<file path="src/wssh_pkg.sv">
`default_nettype none

package wssh_pkg;

    // Hash and field widths
    localparam int HASH_W      = 64;
    localparam int BYTE_W      = 8;
    localparam int CL_W        = 4;
    localparam int ZB_W        = 5;
    localparam int WS_W        = 4;
    localparam int CFG_IDX_W   = 2;
    localparam int CFG_DATA_W  = 8;

    // Default number of word hashes kept
    localparam int MAX_CHAIN_DEF = 8;

    // Register reset values
    localparam logic [CL_W-1:0] CL_RESET = 4'd3;
    localparam logic [ZB_W-1:0] ZB_RESET = 5'd4;

    // Saturation point of the word counter
    localparam logic [WS_W-1:0] WORDS_SEEN_MAX = 4'd15;

    // Configuration register indexes
    localparam logic [CFG_IDX_W-1:0] CFG_CHAIN_LENGTH = 2'd0;
    localparam logic [CFG_IDX_W-1:0] CFG_ZERO_BITS    = 2'd1;

    // Input item kinds
    localparam logic KIND_BYTE = 1'b0;
    localparam logic KIND_EOF  = 1'b1;

    // Word separators
    localparam logic [BYTE_W-1:0] CH_SPACE = 8'h20;
    localparam logic [BYTE_W-1:0] CH_TAB   = 8'h09;
    localparam logic [BYTE_W-1:0] CH_LF    = 8'h0A;
    localparam logic [BYTE_W-1:0] CH_NUL   = 8'h00;

    function automatic logic is_separator(input logic [BYTE_W-1:0] b);
        return (b == CH_SPACE) || (b == CH_TAB) || (b == CH_LF) || (b == CH_NUL);
    endfunction

    // h * 31 + b, wrapping at the hash width
    function automatic logic [HASH_W-1:0] absorb(input logic [HASH_W-1:0] h,
                                                 input logic [BYTE_W-1:0] b);
        return (h << 5) - h + {{(HASH_W-BYTE_W){1'b0}}, b};
    endfunction

endpackage

`default_nettype wire

</file>
<file path="src/word_shingle_signature_hasher_core.sv">
`default_nettype none

// Channel  | Dir | Payload                                  | Handshake
// s_*      | in  | tdata: byte_req; tuser: kind              | s_tvalid/s_tready
// m_*      | out | tdata: hash_value; tuser: hash_valid;     | m_tvalid/m_tready
//          |     | tlast: file_end                           |
// cfg_*    | in  | cfg_index, cfg_data                       | cfg_valid/cfg_ready
//
// One item per cycle: each item is handled in the cycle it is accepted, its
// result (if any) is loaded into the output register at the accepting edge.
// The per-word hash lanes (multiply by 31 and add) and the kept-value check
// (lane select, mask test, right shift) sit between state and output register.
// s_tready drops only while a result is held and m_tready is low.
// aresetn is synchronous, active low; no clearing pass is needed.

module word_shingle_signature_hasher_core
    import wssh_pkg::*;
#(
    parameter int MAX_CHAIN = MAX_CHAIN_DEF
) (
    input  wire                    aclk,
    input  wire                    aresetn,

    input  wire                    s_tvalid,
    output logic                   s_tready,
    input  wire  [BYTE_W-1:0]      s_tdata,   // [7:0] byte_req
    input  wire                    s_tuser,   // [0] kind

    output logic                   m_tvalid,
    input  wire                    m_tready,
    output logic [HASH_W-1:0]      m_tdata,   // [63:0] hash_value
    output logic                   m_tuser,   // [0] hash_valid
    output logic                   m_tlast,   // file_end

    input  wire                    cfg_valid,
    output logic                   cfg_ready,
    input  wire  [CFG_IDX_W-1:0]   cfg_index,
    input  wire  [CFG_DATA_W-1:0]  cfg_data
);

    localparam int IDX_W = (MAX_CHAIN > 1) ? $clog2(MAX_CHAIN) : 1;
    localparam logic [5:0] MAX_CHAIN_V = 6'(MAX_CHAIN);

    // State
    logic [HASH_W-1:0] chain_reg  [MAX_CHAIN];
    logic [HASH_W-1:0] chain_next [MAX_CHAIN];
    logic [WS_W-1:0]   words_seen_reg, words_seen_next;
    logic              inside_reg, inside_next;
    logic [CL_W-1:0]   chain_length_reg;
    logic [ZB_W-1:0]   zero_bits_reg;

    // Output register
    logic              m_valid_reg, m_valid_next;
    logic [HASH_W-1:0] m_data_reg, m_data_next;
    logic              m_user_reg, m_user_next;
    logic              m_last_reg, m_last_next;

    logic              s_accept;
    logic              is_eof;
    logic              is_sep;
    logic [5:0]        n_raw;
    logic [5:0]        n_eff;
    logic [5:0]        n_m1;
    logic [HASH_W-1:0] h_sel;
    logic [HASH_W-1:0] zb_mask;
    logic [WS_W-1:0]   ws_inc;
    logic              kept;
    logic [HASH_W-1:0] kept_val;

    assign cfg_ready = 1'b1;
    assign s_tready  = !m_valid_reg || m_tready;
    assign s_accept  = s_tvalid && s_tready;

    assign m_tvalid = m_valid_reg;
    assign m_tdata  = m_data_reg;
    assign m_tuser  = m_user_reg;
    assign m_tlast  = m_last_reg;

    assign is_eof = (s_tuser == KIND_EOF);
    assign is_sep = is_separator(s_tdata);

    // Effective chain length: zero counts as one, clip to the lane count
    always_comb begin
        n_raw = {2'b00, chain_length_reg};
        if (n_raw == 6'd0) begin
            n_raw = 6'd1;
        end
        n_eff = (n_raw > MAX_CHAIN_V) ? MAX_CHAIN_V : n_raw;
        n_m1  = n_eff - 6'd1;
    end

    // Check the closing word chain against the zero mask
    always_comb begin
        h_sel    = chain_reg[n_m1[IDX_W-1:0]];
        zb_mask  = (HASH_W'(1) << zero_bits_reg) - HASH_W'(1);
        ws_inc   = (words_seen_reg == WORDS_SEEN_MAX) ? WORDS_SEEN_MAX
                                                      : words_seen_reg + 4'd1;
        kept     = inside_reg && ({2'b00, ws_inc} >= n_eff) && ((h_sel & zb_mask) == '0);
        kept_val = h_sel >> zero_bits_reg;
    end

    // Next state of the word lanes and the output register
    always_comb begin
        for (int k = 0; k < MAX_CHAIN; k++) begin
            chain_next[k] = chain_reg[k];
        end
        words_seen_next = words_seen_reg;
        inside_next     = inside_reg;
        m_valid_next    = m_valid_reg && !m_tready;
        m_data_next     = m_data_reg;
        m_user_next     = m_user_reg;
        m_last_next     = m_last_reg;

        if (s_accept) begin
            if (is_eof) begin
                // Close any open word, flag the end of the file
                words_seen_next = '0;
                inside_next     = 1'b0;
                m_valid_next    = 1'b1;
                m_user_next     = kept;
                m_data_next     = kept ? kept_val : '0;
                m_last_next     = 1'b1;
            end else if (is_sep) begin
                if (inside_reg) begin
                    words_seen_next = ws_inc;
                    inside_next     = 1'b0;
                end
                if (kept) begin
                    m_valid_next = 1'b1;
                    m_user_next  = 1'b1;
                    m_data_next  = kept_val;
                    m_last_next  = 1'b0;
                end
            end else begin
                // Shift in a fresh lane on a new word, then absorb the byte
                inside_next = 1'b1;
                for (int k = 0; k < MAX_CHAIN; k++) begin
                    if (inside_reg) begin
                        chain_next[k] = absorb(chain_reg[k], s_tdata);
                    end else if (k == 0) begin
                        chain_next[k] = absorb('0, s_tdata);
                    end else begin
                        chain_next[k] = absorb(chain_reg[k-1], s_tdata);
                    end
                end
            end
        end
    end

    // Hold state, configuration and the output register
    always_ff @(posedge aclk) begin
        if (!aresetn) begin
            for (int k = 0; k < MAX_CHAIN; k++) begin
                chain_reg[k] <= '0;
            end
            words_seen_reg   <= '0;
            inside_reg       <= 1'b0;
            chain_length_reg <= CL_RESET;
            zero_bits_reg    <= ZB_RESET;
            m_valid_reg      <= 1'b0;
        end else begin
            for (int k = 0; k < MAX_CHAIN; k++) begin
                chain_reg[k] <= chain_next[k];
            end
            words_seen_reg <= words_seen_next;
            inside_reg     <= inside_next;
            m_valid_reg    <= m_valid_next;
            if (cfg_valid && cfg_ready) begin
                case (cfg_index)
                    CFG_CHAIN_LENGTH: chain_length_reg <= cfg_data[CL_W-1:0];
                    CFG_ZERO_BITS:    zero_bits_reg    <= cfg_data[ZB_W-1:0];
                    default: ;
                endcase
            end
        end
        m_data_reg <= m_data_next;
        m_user_reg <= m_user_next;
        m_last_reg <= m_last_next;
    end

endmodule

`default_nettype wire

</file>
<file path="config.mk">
export PLATFORM = sky130hd
export DESIGN_NAME = word_shingle_signature_hasher_core
export DESIGN_NICKNAME = d
export VERILOG_FILES = /design/src/wssh_pkg.sv /design/src/word_shingle_signature_hasher_core.sv
export SDC_FILE = /design/constraint.sdc
export NUM_CORES = 2
export LEC_CHECK = 0
export ABC_AREA = 1
export BUFFER_PORTS_ARGS = -buffer_cell sky130_fd_sc_hd__buf_2
export CORE_MARGIN = 2
export CORE_UTILIZATION = 30
export DETAILED_ROUTE_END_ITERATION = 7
export GPL_TIMING_DRIVEN = 0
export PLACE_DENSITY = 0.5
export SETUP_SLACK_MARGIN = 0.1
export SLEW_MARGIN = 20
export SYNTH_ARGS = -nofsm -noshare
export SYNTH_HDL_FRONTEND = slang
export SYNTH_SLANG_ARGS = --single-unit
</file>
<file path="constraint.sdc">
create_clock -name aclk -period 5.4 [get_ports aclk]
set_input_delay 1.08 -clock aclk [delete_from_list [all_inputs] [get_ports aclk]]
set_output_delay 1.08 -clock aclk [all_outputs]
set_load 0.05 [all_outputs]
</file>
==> impl_metrics.env <==
export IMPL_status="finished, violations left"
export IMPL_violations="negative setup slack"
export IMPL_synth_ff_type="dfxtp_1"
export IMPL_detailed_place_hpwl_um=421000
export IMPL_cts_reportedPaths_clkPinSlew_ps=60
export IMPL_clk_path_buf_depth=3
export IMPL_drive_above_1_share_pct=5.85
export IMPL_cp_max_fo=10
export IMPL_async_reset_ff_share_pct=0
export IMPL_synth_cell_types=57
export IMPL_io_buffers=87
export IMPL_yosys_area_top_type_share_pct=16.5
export IMPL_tightest_slew_ps=1350
export IMPL_synth_nets=13100
export IMPL_drtIter0Drc=11700
export IMPL_vias=90600
export IMPL_largest_register_ffs=512
export IMPL_min_delay_path_class="reg2reg"
export IMPL_relSlewSlack_pct=9.72
export IMPL_post_route_period_util_pct=102
export IMPL_antenna_left=0
export IMPL_ys_ff_latch=593
export IMPL_crit_type="in2reg"
export IMPL_ios=93
export IMPL_finalWorstSetupSlack_ps=-130
export IMPL_fin_worst_skew_ps=53.6
export IMPL_core_area_mm2=0.246
export IMPL_crit_required_ps=6080
export IMPL_rsz0062_at_grt="true"
export IMPL_grt_overflow_total=0
export IMPL_die_y_um=502
export IMPL_seq_area_frac_synth_pct=16.8
export IMPL_cp_start_kind="input port"
export IMPL_dieArea_mm2=0.252
export IMPL_wl_um=506000
export IMPL_place_ws_ps=-3220
export IMPL_post_route_min_period_ps=5530
export IMPL_fmax_mhz=181
export IMPL_rows=182
export IMPL_setup_viol=55
export IMPL_antenna_found_initial=46
export IMPL_grt_max_degree=31
export IMPL_cts_root_buffer="clkbuf_16"
export IMPL_cts_tree="yes"
export IMPL_synth_cell_area_mm2=0.0745
export IMPL_final_common_cell="nand2_1"
export IMPL_syn_avg_cell_area_um2=6.16
export IMPL_grt_pass1_wl_um=680000
export IMPL_grt_total_usage_pct=38.8
export IMPL_die_w_um=502
export IMPL_grt_pass1_vias=86700
export IMPL_area_delta_synth_final_pct=13.4
export IMPL_netlist_instances=12100
export IMPL_synth_edf_count=66
export IMPL_end_kind="register"
export IMPL_nets=13400
export IMPL_final_cell_mix="nand2_1 (2673), inv_1 (1820), nand3_1 (1261)"
export IMPL_cts_buffers=83
export IMPL_drv_cap=0
export IMPL_drcViolationCount=0
export IMPL_yosys_area_top_type="ha_1"
export IMPL_holdBufCountCts=0
export IMPL_ys_warn_count=0
export IMPL_arrival_ps=6210
export IMPL_avgViaCountPerCell=5.75
export IMPL_gp_congestion=1.07
export IMPL_h_tree_depth=3
export IMPL_routedWlPerCell_um=32.1
export IMPL_start_util_pct=30.2
export IMPL_firstDrtPassIters=8
export IMPL_clock_sinks=593
export IMPL_drv_slew=0
export IMPL_clkLatencyLatePin_ps=770
export IMPL_synth_area_leaders="ha_1 (17%), dfxtp_1 (14%), nand2_1 (14%), inv_1 (9.2%), nand3_1 (8.8%)"
export IMPL_finalHoldViolCount=0
-- metal layers --
metal  GRT usage [%]  vias to the layer above  part of all wire, %
met4            29.4                       10                  8.7
met1            46.8                    43100                   39
met5               0                        -                0.022
met3            10.2                     1267                   10
li1                -                    41100                    -
met2            58.8                     5099                   42
-- per-stage QoR --
step | std cells | TNS [ps] | utilization [%] | instance area, um2 | hold WS (ps)
after floorplan | 12100 | 0 | - | 74500 | 455
after CTS | 15700 | 0 | 34.1 | 84100 | 484
final | 15800 | -1340 | 34.3 | 84500 | 490
after global routing | 15700 | 0 | 34.2 | 84400 | 507
after detailed placement | 15500 | -444430 | 32.6 | 80300 | 477
after global placement | 15500 | -1048650 | 32.1 | 79100 | 478
-- layout make-up --
| type | count | area, um2 |
|---|---|---|
| Antenna cell | 48 | 120 |
| Buffer | 408 | 2090 |
| Clock buffer | 109 | 2320 |
| Clock inverter | 43 | 548 |
| Fill cell | 28500 | 162000 |
| Inverter | 1833 | 6890 |
| Multi-Input combinational cell | 9261 | 54000 |
| Sequential cell | 593 | 12500 |
| Tap cell | 3312 | 4140 |
| Timing Repair Buffer | 154 | 1880 |
-- timing repair --
| action | in CTS | in global routing |
|---|---|---|
| gates cloned | 1 | 1 |
| pin swaps | 14 | 9 |
| buffers inserted | 16 | 5 |
| resized for setup | 181 | 59 |
| endpoints found under the setup margin | 135 | 148 |
-- cell usage after synthesis (all sizes together), types with 139 or more instances --
| cell type | count |
|---|---|
| o211ai | 206 |
| nor2 | 983 |
| xor2 | 150 |
| dfxtp | 527 |
| a21oi | 942 |
| nand2 | 2695 |
| xnor2 | 139 |
| buf | 162 |
| clkbuf | 246 |
| ha | 984 |
| nand3 | 1312 |
| inv | 1831 |
| a31oi | 164 |
| o21ai | 723 |
-- path summary, 6_finish.rpt --
kind	startpoint	to	slack (ps)	cells past startpoint
min	words_seen_reg[1]	words_seen_reg[1]	490	2
min reg2reg	words_seen_reg[1]	words_seen_reg[1]	490	2
max reg2reg	chain_length_reg[2]	m_tdata[61]	-30	28
max	s_tuser	chain_reg[4][55]	-130	12
-- worst max-delay path: stages --
cell	delay, ps
buf_2	100
buf_2	240
inv_1	840
nand2_1	210
nor2_1	460
nand2_1	550
inv_1	410
clkbuf_2	630
clkbuf_2	540
buf_16	230
nand3_1	500
a31oi_1	330
-- cell families after synthesis --
group	Yosys count	synth area share (%)
compound gates	2520	19.8
xor+xnor	289	3.40
fa+ha+maj	1016	17.4
buf+inv	2241	11.5
flops	593	16.8
other cells	1	0.00503
simple gates	5435	31.1
Power is left out: the tool's default activity adds up to more than one toggle a clock period on the data nets, which glitch-free logic cannot reach.
